### config.mk
export PLATFORM = sky130hd
export DESIGN_NAME = two_party_zone_lock_table_top_flat
export DESIGN_NICKNAME = d
export VERILOG_FILES = /design/src/sv/tzl_pkg.sv /design/src/sv/tzl_if.sv /design/src/sv/tzl_ctrl.sv /design/src/sv/tzl_datapath.sv /design/src/sv/two_party_zone_lock_table_top.sv /design/src/flat_wrapper.sv
export SDC_FILE = /design/constraint.sdc
export NUM_CORES = 1
export LEC_CHECK = 0
export BUFFER_PORTS_ARGS = -buffer_cell sky130_fd_sc_hd__buf_2
export CAP_MARGIN = 30
export CORE_MARGIN = 3
export CORE_UTILIZATION = 23
export CTS_CLUSTER_SIZE = 30
export DETAILED_ROUTE_END_ITERATION = 16
export PLACE_DENSITY = 0.48
export REMOVE_ABC_BUFFERS = 1
export SETUP_SLACK_MARGIN = 0.4
export SYNTH_ARGS = -nofsm -noshare
export SYNTH_HDL_FRONTEND = slang
export SYNTH_SLANG_ARGS = --single-unit
### constraint.sdc
create_clock -name clock -period 5.3 [get_ports clock]
set_input_delay 0 -clock clock [delete_from_list [all_inputs] [get_ports clock]]
set_output_delay 0 -clock clock [all_outputs]
set_load 0.02 [all_outputs]
### src/sv/tzl_pkg.sv
package tzl_pkg;

   localparam int ZONES_DEFAULT = 8;

   localparam logic [7:0]  OWNED_MASK_RESET       = 8'd0;
   localparam logic [7:0]  SHARED_MASK_RESET      = 8'd255;
   localparam logic [15:0] RESPONSE_TIMEOUT_RESET = 16'd1000;
   localparam logic [15:0] RETRY_INTERVAL_RESET   = 16'd400;

   typedef enum logic [2:0] {
      KIND_POLL   = 3'd0,
      KIND_UNLOCK = 3'd1,
      KIND_DONATE = 3'd2,
      KIND_PEER   = 3'd3,
      KIND_STATUS = 3'd4
   } kind_type;

   typedef enum logic [2:0] {
      ZS_FREE        = 3'd0,
      ZS_MINE        = 3'd1,
      ZS_PENDING     = 3'd2,
      ZS_PEER_TRYING = 3'd3,
      ZS_PEER_OWNED  = 3'd4
   } zone_state_type;

   typedef enum logic [2:0] {
      ST_INIT        = 3'd0,
      ST_SEND        = 3'd1,
      ST_WAIT        = 3'd2,
      ST_LOCKED      = 3'd3,
      ST_TIMEOUT     = 3'd4,
      ST_ERROR       = 3'd5,
      ST_NO_RESPONSE = 3'd6
   } lock_step_type;

   typedef enum logic [1:0] {
      OUT_PROGRESS    = 2'd0,
      OUT_LOCKED      = 2'd1,
      OUT_NOT_HANDLED = 2'd2,
      OUT_NO_RESPONSE = 2'd3
   } outcome_type;

   typedef enum logic [1:0] {
      ORD_RESULT = 2'd0,
      ORD_TRY    = 2'd1,
      ORD_UNLOCK = 2'd2
   } order_type;

   typedef enum logic [1:0] {
      OWN_PEER   = 2'd0,
      OWN_MINE   = 2'd1,
      OWN_SHARED = 2'd2
   } owner_type;

   typedef enum logic [1:0] {
      CSR_OWNED_MASK       = 2'd0,
      CSR_SHARED_MASK      = 2'd1,
      CSR_RESPONSE_TIMEOUT = 2'd2,
      CSR_RETRY_INTERVAL   = 2'd3
   } csr_index_type;

   typedef enum logic {
      CTRL_IDLE = 1'b0,
      CTRL_EXEC = 1'b1
   } ctrl_state_type;

   typedef struct packed {
      logic capture;  // latch request beat and start table read
      logic commit;   // write table back and load result register
   } tzl_cmd_type;

   typedef struct packed {
      logic [2:0]  kind;
      logic [7:0]  zone;
      logic [15:0] limit_ms;
      logic [31:0] now_ms;
      logic [1:0]  msg_order;
      logic        msg_grant;
   } req_payload_type;

   typedef struct packed {
      logic       send_valid;
      logic [1:0] send_order;
      logic [2:0] send_zone;
      logic       send_grant;
      logic [1:0] lock_outcome;
      logic [2:0] zone_status;
   } rsp_payload_type;

   typedef struct packed {
      logic           donate;
      zone_state_type state;
   } entry_type;

endpackage

### src/sv/tzl_if.sv
interface tzl_req_if;
   logic        valid;
   logic        ready;
   logic [2:0]  kind;
   logic [7:0]  zone;
   logic [15:0] limit_ms;
   logic [31:0] now_ms;
   logic [1:0]  msg_order;
   logic        msg_grant;

   modport source (output valid, kind, zone, limit_ms, now_ms, msg_order, msg_grant,
                   input ready);
   modport sink (input valid, kind, zone, limit_ms, now_ms, msg_order, msg_grant,
                 output ready);
endinterface

interface tzl_rsp_if;
   logic       valid;
   logic       ready;
   logic       send_valid;
   logic [1:0] send_order;
   logic [2:0] send_zone;
   logic       send_grant;
   logic [1:0] lock_outcome;
   logic [2:0] zone_status;

   modport source (output valid, send_valid, send_order, send_zone, send_grant,
                   lock_outcome, zone_status, input ready);
   modport sink (input valid, send_valid, send_order, send_zone, send_grant,
                 lock_outcome, zone_status, output ready);
endinterface

### src/sv/tzl_ctrl.sv
module tzl_ctrl (
   input  logic                 clock,
   input  logic                 reset,
   input  logic                 req_valid,
   output logic                 req_ready,
   output logic                 rsp_valid,
   input  logic                 rsp_ready,
   output tzl_pkg::tzl_cmd_type cmd
);
   import tzl_pkg::*;

   ctrl_state_type state_ff, state_in;
   logic           rsp_valid_ff, rsp_valid_in;
   logic           slot_free;

   always_ff @(posedge clock) begin
      if (reset) begin
         state_ff     <= CTRL_IDLE;
         rsp_valid_ff <= 1'b0;
      end else begin
         state_ff     <= state_in;
         rsp_valid_ff <= rsp_valid_in;
      end
   end

   always_comb begin
      state_in    = state_ff;
      req_ready   = 1'b0;
      cmd.capture = 1'b0;
      cmd.commit  = 1'b0;
      // result register frees up in the same cycle its beat is taken
      slot_free   = !rsp_valid_ff || rsp_ready;
      unique case (state_ff)
         CTRL_IDLE: begin
            req_ready = 1'b1;
            if (req_valid) begin
               cmd.capture = 1'b1;
               state_in    = CTRL_EXEC;
            end
         end
         CTRL_EXEC: begin
            if (slot_free) begin
               cmd.commit = 1'b1;
               state_in   = CTRL_IDLE;
            end
         end
      endcase
      if (cmd.commit) begin
         rsp_valid_in = 1'b1;
      end else begin
         rsp_valid_in = rsp_valid_ff && !rsp_ready;
      end
   end

   assign rsp_valid = rsp_valid_ff;

endmodule

### src/sv/tzl_datapath.sv
module tzl_datapath #(
   parameter int ZONES = tzl_pkg::ZONES_DEFAULT
) (
   input  logic                     clock,
   input  logic                     reset,
   input  tzl_pkg::tzl_cmd_type     cmd,
   input  tzl_pkg::req_payload_type req_data,
   output tzl_pkg::rsp_payload_type rsp_data,
   input  logic                     csr_we,
   input  logic [1:0]               csr_index,
   input  logic [15:0]              csr_wdata
);
   import tzl_pkg::*;

   localparam int ZW = (ZONES > 1) ? $clog2(ZONES) : 1;

   function automatic logic reached(input logic [31:0] now, input logic [31:0] base,
                                    input logic [31:0] delay);
      logic [31:0] due;
      due = base + delay;
      return now >= due;
   endfunction

   // configuration
   logic [7:0]  owned_mask_ff, shared_mask_ff;
   logic [15:0] response_timeout_ff, retry_interval_ff;

   always_ff @(posedge clock) begin
      if (reset) begin
         owned_mask_ff       <= OWNED_MASK_RESET;
         shared_mask_ff      <= SHARED_MASK_RESET;
         response_timeout_ff <= RESPONSE_TIMEOUT_RESET;
         retry_interval_ff   <= RETRY_INTERVAL_RESET;
      end else if (csr_we) begin
         unique case (csr_index_type'(csr_index))
            CSR_OWNED_MASK:       owned_mask_ff       <= csr_wdata[7:0];
            CSR_SHARED_MASK:      shared_mask_ff      <= csr_wdata[7:0];
            CSR_RESPONSE_TIMEOUT: response_timeout_ff <= csr_wdata;
            CSR_RETRY_INTERVAL:   retry_interval_ff   <= csr_wdata;
         endcase
      end
   end

   // zone table: entry memory plus per-entry valid bits, unwritten reads as free
   entry_type       tbl_mem [ZONES];
   logic [ZONES-1:0] tbl_valid_ff;
   entry_type       rd_entry_ff;
   logic            rd_hit_ff;
   req_payload_type req_ff;
   logic            zone_ok_in, zone_ok_ff;
   logic [ZW-1:0]   rd_addr, wr_addr;
   entry_type       cur, nxt;

   assign zone_ok_in = req_data.zone < 8'(ZONES);
   assign rd_addr    = zone_ok_in ? req_data.zone[ZW-1:0] : '0;
   assign wr_addr    = req_ff.zone[ZW-1:0];

   always_ff @(posedge clock) begin
      if (cmd.capture) begin
         req_ff      <= req_data;
         zone_ok_ff  <= zone_ok_in;
         rd_entry_ff <= tbl_mem[rd_addr];
         rd_hit_ff   <= tbl_valid_ff[rd_addr];
      end
      if (cmd.commit && zone_ok_ff) begin
         tbl_mem[wr_addr] <= nxt;
      end
   end

   always_ff @(posedge clock) begin
      if (reset) begin
         tbl_valid_ff <= '0;
      end else if (cmd.commit && zone_ok_ff) begin
         tbl_valid_ff[wr_addr] <= 1'b1;
      end
   end

   // try-lock sequencer
   lock_step_type lock_step_ff, lock_step_in;
   logic [31:0]   last_try_ms_ff, last_try_ms_in;
   logic [31:0]   lock_begin_ms_ff, lock_begin_ms_in;

   always_ff @(posedge clock) begin
      if (reset) begin
         lock_step_ff     <= ST_INIT;
         last_try_ms_ff   <= '0;
         lock_begin_ms_ff <= '0;
      end else if (cmd.commit) begin
         lock_step_ff     <= lock_step_in;
         last_try_ms_ff   <= last_try_ms_in;
         lock_begin_ms_ff <= lock_begin_ms_in;
      end
   end

   owner_type       own;
   rsp_payload_type rsp_in;
   rsp_payload_type rsp_ff;
   logic            hit_resp, hit_retry, hit_limit;

   always_comb begin
      if (req_ff.zone[7:3] != 5'd0) begin
         own = OWN_PEER;
      end else if (owned_mask_ff[req_ff.zone[2:0]]) begin
         own = OWN_MINE;
      end else if (shared_mask_ff[req_ff.zone[2:0]]) begin
         own = OWN_SHARED;
      end else begin
         own = OWN_PEER;
      end
   end

   assign hit_resp  = reached(req_ff.now_ms, lock_begin_ms_ff, 32'(response_timeout_ff));
   assign hit_retry = reached(req_ff.now_ms, last_try_ms_ff, 32'(retry_interval_ff));
   assign hit_limit = (req_ff.limit_ms != 16'd0) &&
                      reached(req_ff.now_ms, lock_begin_ms_ff, 32'(req_ff.limit_ms));

   always_comb begin
      if (rd_hit_ff) begin
         cur = rd_entry_ff;
      end else begin
         cur.donate = 1'b0;
         cur.state  = ZS_FREE;
      end
      nxt              = cur;
      lock_step_in     = lock_step_ff;
      last_try_ms_in   = last_try_ms_ff;
      lock_begin_ms_in = lock_begin_ms_ff;
      rsp_in           = '0;
      rsp_in.lock_outcome = OUT_PROGRESS;

      priority case (kind_type'(req_ff.kind))
         KIND_POLL: begin
            if (!zone_ok_ff) begin
               rsp_in.lock_outcome = OUT_NOT_HANDLED;
            end else begin
               unique case (lock_step_ff)
                  ST_INIT: begin
                     last_try_ms_in   = '0;
                     lock_begin_ms_in = req_ff.now_ms;
                     lock_step_in     = (own == OWN_MINE) ? ST_LOCKED : ST_SEND;
                  end
                  ST_SEND: begin
                     last_try_ms_in = req_ff.now_ms;
                     if (own == OWN_SHARED && cur.state != ZS_FREE) begin
                        lock_step_in = ST_ERROR;
                     end else begin
                        nxt.state         = (own == OWN_SHARED) ? ZS_MINE : ZS_PENDING;
                        rsp_in.send_valid = 1'b1;
                        rsp_in.send_order = ORD_TRY;
                        lock_step_in      = ST_WAIT;
                     end
                  end
                  ST_WAIT: begin
                     if (cur.state == ZS_MINE) begin
                        lock_step_in = ST_LOCKED;
                     end else if (cur.state == ZS_PENDING && hit_resp) begin
                        lock_step_in = ST_NO_RESPONSE;
                     end else if (cur.state == ZS_PENDING && hit_retry) begin
                        lock_step_in = ST_SEND;
                     end else if (hit_limit) begin
                        lock_step_in = ST_TIMEOUT;
                     end
                  end
                  ST_LOCKED: begin
                     lock_step_in        = ST_INIT;
                     rsp_in.lock_outcome = OUT_LOCKED;
                  end
                  ST_TIMEOUT: begin
                     nxt.state           = ZS_FREE;
                     nxt.donate          = 1'b0;
                     lock_step_in        = ST_INIT;
                     rsp_in.lock_outcome = OUT_NOT_HANDLED;
                  end
                  ST_ERROR: begin
                     lock_step_in        = ST_INIT;
                     rsp_in.lock_outcome = OUT_NOT_HANDLED;
                  end
                  ST_NO_RESPONSE: begin
                     nxt.state           = ZS_FREE;
                     nxt.donate          = 1'b0;
                     lock_step_in        = ST_INIT;
                     rsp_in.lock_outcome = OUT_NO_RESPONSE;
                  end
                  default: begin
                     lock_step_in = ST_INIT;
                  end
               endcase
            end
         end
         KIND_UNLOCK: begin
            if (zone_ok_ff && cur.state == ZS_MINE) begin
               rsp_in.send_valid = 1'b1;
               rsp_in.send_order = ORD_UNLOCK;
               nxt.state         = ZS_FREE;
               nxt.donate        = 1'b0;
            end
         end
         KIND_DONATE: begin
            nxt.donate = 1'b1;
         end
         KIND_PEER: begin
            priority case (order_type'(req_ff.msg_order))
               ORD_RESULT: begin
                  if (req_ff.msg_grant) begin
                     nxt.state = ZS_MINE;
                  end
               end
               ORD_TRY: begin
                  if (own == OWN_MINE) begin
                     rsp_in.send_valid = 1'b1;
                     rsp_in.send_order = ORD_RESULT;
                     if (cur.donate) begin
                        nxt.state         = ZS_PEER_OWNED;
                        rsp_in.send_grant = 1'b1;
                     end else begin
                        nxt.state  = ZS_FREE;
                        nxt.donate = 1'b0;
                     end
                  end else if (own == OWN_SHARED) begin
                     nxt.state = ZS_PEER_OWNED;
                  end
               end
               ORD_UNLOCK: begin
                  if (cur.state == ZS_PEER_OWNED) begin
                     nxt.state  = ZS_FREE;
                     nxt.donate = 1'b0;
                  end
               end
               default: begin
               end
            endcase
         end
         default: begin
         end
      endcase

      if (rsp_in.send_valid) begin
         rsp_in.send_zone = req_ff.zone[2:0];
      end
      rsp_in.zone_status = zone_ok_ff ? nxt.state : ZS_FREE;
   end

   always_ff @(posedge clock) begin
      if (cmd.commit) begin
         rsp_ff <= rsp_in;
      end
   end

   assign rsp_data = rsp_ff;

endmodule

### src/sv/two_party_zone_lock_table_top.sv
// Zone lock table shared with one peer.
// req_bus carries one event per beat: lock poll, unlock, donate, peer message
// or status query, with zone, time and message fields. rsp_bus returns exactly
// one result beat per request: an optional message to the peer, the lock
// outcome of a poll and the addressed zone's state after the event.
// csr_we/csr_index/csr_wdata write the owner masks and the two time limits;
// write them only while no request is outstanding.
// A request first reads the table entry (registered memory read), then
// updates the entry and sequencer and loads the result register. The block
// takes a new request only after the previous one has passed its update
// step. A new request is taken while the previous result still waits; if
// the receiver stalls, the block holds in the update step until the result
// register frees up.
// Synchronous reset sets all zones free with donate clear, the sequencer to
// its initial step and the registers to their default values.
module two_party_zone_lock_table_top #(
   parameter int ZONES = tzl_pkg::ZONES_DEFAULT
) (
   input logic        clock,
   input logic        reset,
   tzl_req_if.sink    req_bus,
   tzl_rsp_if.source  rsp_bus,
   input logic        csr_we,
   input logic [1:0]  csr_index,
   input logic [15:0] csr_wdata
);
   import tzl_pkg::*;

   tzl_cmd_type     cmd;
   req_payload_type req_data;
   rsp_payload_type rsp_data;

   assign req_data.kind      = req_bus.kind;
   assign req_data.zone      = req_bus.zone;
   assign req_data.limit_ms  = req_bus.limit_ms;
   assign req_data.now_ms    = req_bus.now_ms;
   assign req_data.msg_order = req_bus.msg_order;
   assign req_data.msg_grant = req_bus.msg_grant;

   tzl_ctrl u_ctrl (
      .clock     (clock),
      .reset     (reset),
      .req_valid (req_bus.valid),
      .req_ready (req_bus.ready),
      .rsp_valid (rsp_bus.valid),
      .rsp_ready (rsp_bus.ready),
      .cmd       (cmd)
   );

   tzl_datapath #(
      .ZONES (ZONES)
   ) u_datapath (
      .clock     (clock),
      .reset     (reset),
      .cmd       (cmd),
      .req_data  (req_data),
      .rsp_data  (rsp_data),
      .csr_we    (csr_we),
      .csr_index (csr_index),
      .csr_wdata (csr_wdata)
   );

   assign rsp_bus.send_valid   = rsp_data.send_valid;
   assign rsp_bus.send_order   = rsp_data.send_order;
   assign rsp_bus.send_zone    = rsp_data.send_zone;
   assign rsp_bus.send_grant   = rsp_data.send_grant;
   assign rsp_bus.lock_outcome = rsp_data.lock_outcome;
   assign rsp_bus.zone_status  = rsp_data.zone_status;

endmodule
### src/flat_wrapper.sv
// flat-port wrapper written by rule: the top's interface ports become plain ports
module two_party_zone_lock_table_top_flat import tzl_pkg::*;
#(
   parameter int ZONES = tzl_pkg::ZONES_DEFAULT
)
  (clock, reset, csr_we, csr_index, csr_wdata, req_bus_valid, req_bus_kind, req_bus_zone, req_bus_limit_ms, req_bus_now_ms, req_bus_msg_order, req_bus_msg_grant, req_bus_ready, rsp_bus_valid, rsp_bus_send_valid, rsp_bus_send_order, rsp_bus_send_zone, rsp_bus_send_grant, rsp_bus_lock_outcome, rsp_bus_zone_status, rsp_bus_ready);
  tzl_req_if req_bus_i ();
  tzl_rsp_if rsp_bus_i ();
  input logic clock;
  input logic reset;
  input logic csr_we;
  input logic [1:0] csr_index;
  input logic [15:0] csr_wdata;
  input wire logic [$bits(req_bus_i.valid)-1:0] req_bus_valid;
  input wire logic [$bits(req_bus_i.kind)-1:0] req_bus_kind;
  input wire logic [$bits(req_bus_i.zone)-1:0] req_bus_zone;
  input wire logic [$bits(req_bus_i.limit_ms)-1:0] req_bus_limit_ms;
  input wire logic [$bits(req_bus_i.now_ms)-1:0] req_bus_now_ms;
  input wire logic [$bits(req_bus_i.msg_order)-1:0] req_bus_msg_order;
  input wire logic [$bits(req_bus_i.msg_grant)-1:0] req_bus_msg_grant;
  output wire logic [$bits(req_bus_i.ready)-1:0] req_bus_ready;
  output wire logic [$bits(rsp_bus_i.valid)-1:0] rsp_bus_valid;
  output wire logic [$bits(rsp_bus_i.send_valid)-1:0] rsp_bus_send_valid;
  output wire logic [$bits(rsp_bus_i.send_order)-1:0] rsp_bus_send_order;
  output wire logic [$bits(rsp_bus_i.send_zone)-1:0] rsp_bus_send_zone;
  output wire logic [$bits(rsp_bus_i.send_grant)-1:0] rsp_bus_send_grant;
  output wire logic [$bits(rsp_bus_i.lock_outcome)-1:0] rsp_bus_lock_outcome;
  output wire logic [$bits(rsp_bus_i.zone_status)-1:0] rsp_bus_zone_status;
  input wire logic [$bits(rsp_bus_i.ready)-1:0] rsp_bus_ready;
  assign req_bus_i.valid = req_bus_valid;
  assign req_bus_i.kind = req_bus_kind;
  assign req_bus_i.zone = req_bus_zone;
  assign req_bus_i.limit_ms = req_bus_limit_ms;
  assign req_bus_i.now_ms = req_bus_now_ms;
  assign req_bus_i.msg_order = req_bus_msg_order;
  assign req_bus_i.msg_grant = req_bus_msg_grant;
  assign req_bus_ready = req_bus_i.ready;
  assign rsp_bus_valid = rsp_bus_i.valid;
  assign rsp_bus_send_valid = rsp_bus_i.send_valid;
  assign rsp_bus_send_order = rsp_bus_i.send_order;
  assign rsp_bus_send_zone = rsp_bus_i.send_zone;
  assign rsp_bus_send_grant = rsp_bus_i.send_grant;
  assign rsp_bus_lock_outcome = rsp_bus_i.lock_outcome;
  assign rsp_bus_zone_status = rsp_bus_i.zone_status;
  assign rsp_bus_i.ready = rsp_bus_ready;
  two_party_zone_lock_table_top #(.ZONES(ZONES)) u_core (.clock(clock), .reset(reset), .req_bus(req_bus_i), .rsp_bus(rsp_bus_i), .csr_we(csr_we), .csr_index(csr_index), .csr_wdata(csr_wdata));
endmodule
* Yosys cells after proc, flatten, opt, wreduce, memory -nomap -nowiden
Memory sizes are Yosys's and may differ from the RTL's. A register that Yosys moved wholly into a read port is not among the register bits. Cells that the tools add are included.
Word-level totals: register bits after elaboration 201, bits in writable memories 32, input port bits 85, word-level logic and storage cells 145, memories 1
Operators by class: add/sub/neg operators 3, magnitude comparators 7, eq/ne operators 20, mux-type cells 57, bitwise gates (word level) 2, reduce and logical (&&, ||, !) cells 30
Memory list:
- u_core.u_datapath.tbl_mem | depth 8, width 4, read ports 1, clocked after memory_dff 1, write ports 1, line tzl_datapath.sv:45 | entry_type tbl_mem [ZONES];
Operator list (number):
- 32-bit by 16-bit adder with 32-bit output | 3
- 32-bit >= comparator | 3
- 32-bit case mux with 2 select lines | 1
- 3-bit 2-to-1 mux | 17
- 3-bit case mux with 3 select lines | 4
- 1-bit 2-to-1 mux | 16
- 4-bit 2-to-1 mux | 4
- 16-bit nonzero test | 1
- 3-bit by 2-bit equality test with 1-bit output (second input constant) | 5
- 3-bit equality test (second input constant) | 4
- 2-bit 2-to-1 mux | 6
- 4-bit AND reduction | 3
- 2-bit AND reduction | 5
- 1-bit binary-select mux with 3-bit select | 3
- 3-bit by 1-bit equality test with 1-bit output (second input constant) | 3
- 2-bit equality test (second input constant) | 4
- 1-bit logical AND | 8
- 3-bit by 4-bit less-than comparator with 1-bit output (second input constant) | 2
- 8-bit by 4-bit less-than comparator with 1-bit output (second input constant) | 1
- 8-bit bitwise OR | 1
- 2-bit by 1-bit equality test with 1-bit output (second input constant) | 3
- 3-bit zero test | 2
- 2-bit case mux with 3 select lines | 1
- 3-bit case mux with 2 select lines | 1
- other kinds (14) | 18

* Depth between registers and ports, before layout
word-level depth 11, depth in mapped cells 23, gate-level depth less buffers 22

* Modules after synthesis
Synthesis repeated with hierarchy kept, for this count alone.
Second synthesis, totals: cell total of the unflattened synthesis 1472, area total of the unflattened synthesis 13892.1 um2
Modules (own cells, without submodules):
- tzl_datapath | times used 1, cells each 1463, area each 13804.5 um2
- tzl_ctrl | times used 1, cells each 9, area each 87.6 um2

* Worst setup path before layout
No wires, ideal clock.
kind reg2reg, from reg u_core.u_datapath.lock_begin_ms_ff[0], to reg u_core.u_datapath.lock_step_ff[0], arrival 4.089 ns, required time 5.172 ns, path slack 1.083 ns, cell stages (with the launch flop) 24, cell sequence dfxtp_1 > ha_1 > inv_1 > fa_1 > nor2b_1 > o21ai_0 > nand2b_1 > a31oi_1 > o221ai_1 > a211oi_1 > or3_1 > clkbuf_1 > nor2_1 > xnor2_1 > ha_1 > nand4_1 > nor4_1 > nand2_1 > nor2_1 > a211oi_1 > o21ai_0 > nor3_1 > a221oi_1 > o32ai_1
Between the ends: word-level cells in the longest chain between the ends 6, elaborated cells on any way between the ends 11
Ends and longest elaborated chain:
- from (decl) | line tzl_datapath.sv:81 | logic [31:0] lock_begin_ms_ff, lock_begin_ms_in;
- from (signal assigned) | line tzl_datapath.sv:91 | lock_begin_ms_ff <= lock_begin_ms_in;
- 32-bit by 16-bit adder with 32-bit output | line tzl_datapath.sv:20 | due = base + delay;
- 32-bit >= comparator | line tzl_datapath.sv:21 | return now >= due;
- 1-bit logical AND | line tzl_datapath.sv:156 | end else if (cur.state == ZS_PENDING && hit_resp) begin
- 3-bit 2-to-1 mux | line tzl_datapath.sv:156
- 3-bit 2-to-1 mux | line tzl_datapath.sv:154 | if (cur.state == ZS_MINE) begin
- 3-bit case mux with 3 select lines | line tzl_datapath.sv:136 | unique case (lock_step_ff)
- to (signal assigned) | line tzl_datapath.sv:89 | lock_step_ff <= lock_step_in;
- to (decl) | line tzl_datapath.sv:79 | lock_step_type lock_step_ff, lock_step_in;
Several ways; a longest one is shown, not always the timed one. A chain may end at the register's enable or synchronous reset.

* Final worst setup path
from reg u_core.u_datapath.req_ff[35] (netlist bit), to reg u_core.u_datapath.lock_step_ff[0]
Between the ends: word-level cells in the longest chain between the ends 5, elaborated cells on any way between the ends 6
Ends and longest elaborated chain:
- from (decl) | line tzl_datapath.sv:49 | req_payload_type req_ff;
- from (signal assigned) | line tzl_datapath.sv:60 | req_ff <= req_data;
- 32-bit by 16-bit adder with 32-bit output | line tzl_datapath.sv:20
- 32-bit >= comparator | line tzl_datapath.sv:21
- 1-bit logical AND (*) | line tzl_datapath.sv:114 | assign hit_limit = (req_ff.limit_ms != 16'd0) &&
- 5-bit != test (no line) (*)
- 4-bit AND reduction (no line) (*)
Every way passes the cells marked *; elsewhere a longest branch is shown, timed or not.

==> results.sh <==
export IMPL_die_y_um=250.4
export IMPL_cp_max_fo=7
export IMPL_tightest_slew_ns=1.006
export IMPL_via_count=11470
export IMPL_setup_viol=0
export IMPL_io_buffers=98
export IMPL_cts_max_level=1
export IMPL_power_density_nw_per_um2=266.4
export IMPL_clock_sinks=237
export IMPL_vias_per_cell=4.701
export IMPL_layout_drive_gt1_share_pct=13.87
export IMPL_fmax_mhz=215.7
export IMPL_holdCritPathClass="input pin to register"
export IMPL_initial_core_util_pct=23.54
export IMPL_wl_um=41960
export IMPL_max_slew_margin_rel_pct=32.95
export IMPL_tns_ns=0
export IMPL_die_w_um=250.4
export IMPL_grt_overflow_total=0
export IMPL_grt_pass1_vias=11460
export IMPL_drt_first_pass_iters=5
export IMPL_core_sq_um=58360
export IMPL_ant_nets=0
export IMPL_numCtsBuffers=29
export IMPL_dp_hpwl_um=30550
export IMPL_gr_usage_all_layers_pct=13.00
export IMPL_post_route_period_util_pct=87.48
export IMPL_fin_crit_ns=4.636
export IMPL_die_area_sq_um=62680
export IMPL_end_kind="register"
export IMPL_clk_pin_slew_ns=0.06
export IMPL_yosys_warnings=0
export IMPL_p_leak_nw=6.494
export IMPL_grt_pass1_wl_um=65430
export IMPL_wl_per_cell_um=17.20
export IMPL_cts_root_buf="clkbuf_16"
export IMPL_antenna_found_initial=2
export IMPL_syn_avg_cell_area_sq_um=9.343
export IMPL_num_io_pins=99
export IMPL_skew_ns=0.01767
export IMPL_finalHoldViolations=0
export IMPL_synth_cell_types=66
export IMPL_rsz0062_at_grt="yes"
export IMPL_area_growth_pct=25.44
export IMPL_critPathKind="register to register"
export IMPL_synth_main_ff_cell="dfxtp_1"
export IMPL_drc=0
export IMPL_gp_congestion=0.8546
export IMPL_fp_row_count=88
export IMPL_vdd_drop_max_uv=197.2
export IMPL_start_kind="register"
export IMPL_clockBufferDepth=3
export IMPL_critPathArrivalTime_ns=5.05
export IMPL_clk_latency_ns=0.57
export IMPL_async_flop_share_pct=0
export IMPL_cts_tree="built"
export IMPL_whs_ns=0.1449
export IMPL_drtIter0Drc=697
export IMPL_cp_required_ns=5.71
export IMPL_nets=1882
export IMPL_synth_seq_cells=237
export IMPL_status="finished, final reports clean"
export IMPL_grt_max_degree=93
export IMPL_netlist_area_sq_um=13730
export IMPL_final_max_slew_viol_count=0
export IMPL_maxCapViolCount=0
export IMPL_synth_enable_flop_cells=112
export IMPL_yosysSeqAreaShare_pct=42.71
export IMPL_syn_inst=1470
what timing repair did:
item / in CTS / in global routing
pin swaps: 2 / 20
hold buffers: 87 / 0
buffers inserted: 1 / 8
setup endpoints to repair: 3 / 3
hold endpoints to repair: 151 / 0
resized for setup: 8 / 38
state kept, by name, summed over array words and instances (netlist names):
name / flops
u_core.u_datapath.req_ff: 62
u_core.u_datapath.last_try_ms_ff: 32
u_core.u_datapath.lock_begin_ms_ff: 32
u_core.u_datapath.tbl_mem: 32
u_core.u_datapath.response_timeout_ff: 16
u_core.u_datapath.retry_interval_ff: 16
u_core.u_datapath.rsp_data: 12
u_core.u_datapath.owned_mask_ff: 8
u_core.u_datapath.shared_mask_ff: 8
u_core.u_datapath.tbl_valid_ff: 8
u_core.u_datapath.rd_entry_ff: 4
u_core.u_datapath.lock_step_ff: 3
u_core.u_ctrl.rsp_valid: 1
u_core.u_ctrl.state_ff: 1
u_core.u_datapath.rd_hit_ff: 1
u_core.u_datapath.zone_ok_ff: 1
cell families after synthesis:
| group | share of synthesized area (%) |
|---|---|
| AOI/OAI and AO/OA | 13.41 |
| xor gates and xnor gates | 5.612 |
| adders and majority gates | 13.56 |
| buffers and inverters | 2.487 |
| DFF | 42.71 |
| muxes | 2.605 |
| and+or+nand+nor | 19.62 |
final timing paths:
path | start | endpoint | slack [ns] | cells after the start
max | u_core.u_datapath.req_ff[35] | u_core.u_datapath.lock_step_ff[0] | 0.66 | 22
min | req_bus_now_ms[27] | u_core.u_datapath.req_ff[30] | 0.14 | 2
max reg2reg | u_core.u_datapath.req_ff[35] | u_core.u_datapath.lock_step_ff[0] | 0.66 | 22
min reg2reg | u_core.u_datapath.last_try_ms_ff[3] | u_core.u_datapath.last_try_ms_ff[3] | 0.46 | 2
stage by stage:
stage | setup WS (ns) | area, sq um | power [mW] | util [%] | instances
final | 0.6638 | 17230 | 4.590 | 29.52 | 2440
after global routing | 0.3746 | 17230 | 4.792 | 29.52 | 2439
after CTS | 0.4067 | 16990 | 4.665 | 29.11 | 2429
after detailed placement | 0.01934 | 15070 | 2.485 | 25.82 | 2287
after global placement | 0.1730 | 15070 | 2.476 | 25.82 | 2287
after floorplan | 0.5855 | 13520 | 2.299 | - | 1413
cell usage in the layout, fill, tap and decap left out, types with 7 or more instances in the layout:
| cell | Yosys | routed |
|---|---|---|
| a211oi_1 | 14 | 11 |
| a21o_1 | 26 | 26 |
| a21oi_1 | 156 | 151 |
| a31oi_1 | 11 | 8 |
| and2_1 | 9 | 9 |
| and3_1 | 18 | 18 |
| buf_2 | 3 | 97 |
| buf_4 | 0 | 21 |
| clkbuf_16 | 0 | 29 |
| dfxtp_1 | 125 | 124 |
| dlygate4sd3_1 | 0 | 87 |
| edfxtp_1 | 112 | 112 |
| ha_1 | 144 | 144 |
| inv_1 | 33 | 33 |
| mux2_2 | 8 | 8 |
| mux2i_1 | 11 | 11 |
| mux4_2 | 7 | 7 |
| nand2_1 | 242 | 241 |
| nand2b_1 | 18 | 17 |
| nand3_1 | 63 | 63 |
| nand3b_1 | 20 | 20 |
| nand4_1 | 24 | 24 |
| nor2_1 | 108 | 104 |
| nor2b_1 | 12 | 10 |
| nor3_1 | 24 | 20 |
| o21a_1 | 8 | 8 |
| o21ai_0 | 36 | 34 |
| or3_1 | 8 | 7 |
| xnor2_1 | 43 | 43 |
| xor2_1 | 45 | 45 |
worst max-delay path, cell delays in order (launching register included):
cell       delay, ns
edfxtp_1        0.39
ha_1            0.23
inv_1           0.07
fa_1            0.20
nor2b_1         0.06
o21a_1          0.19
o21ai_2         0.15
a21oi_2         0.09
a31o_2          0.28
o2111a_1        0.29
a211oi_4        0.20
buf_4           0.19
nor2_1          0.06
xnor2_1         0.12
ha_1            0.30
and3_1          0.18
nand4_1         0.20
or3_1           0.38
o21ai_2         0.09
a2111oi_2       0.08
a211o_1         0.32
a221oi_2        0.30
o32ai_2         0.11
power breakdown:
part           internal [mW]  switching (mW)
registers               1.99          0.0801
clock network           1.27           0.807
logic                  0.200           0.243
total                   3.46            1.13
Yosys cell counts, drive strengths merged, types with 12 or more instances:
cell type  count  area [sq um]
a211oi        15         117.6
a21o          26         195.2
a21oi        156         780.8
and3          18         112.6
clkbuf        52         195.2
dfxtp        125          2502
edfxtp       112          3363
ha           144          1802
inv           33         123.9
nand2        242         908.4
nand2b        18         112.6
nand3         63         315.3
nand3b        20         150.1
nand4         24         150.1
nor2         110         417.9
nor2b         12         75.07
nor3          25         130.1
o21ai         43         215.2
xnor2         43         376.6
xor2          45         394.1
metal layers:
layer  share of wire, %  up-vias  global-route usage (%)  wire [um]
li1                   -     5665                       -          -
met1                 45     5469                   16.69      18850
met2                 48      257                   22.16      19970
met3                4.0       80                   1.776       1674
met4                3.5        0                   4.895       1472
met5                  0        -                       0          0
area by class of cell:
type | instances | area (sq um)
antenna | 2 | 5.005
clock buffer | 37 | 775.7
clock inverter | 17 | 217.7
fill | 6124 | 41130
inverter | 33 | 123.9
multi-input combinational | 1143 | 7764
sequential | 237 | 5867
tap | 765 | 957.2
timing repair buffer | 206 | 1519
(Power assumes the default switching activity.)
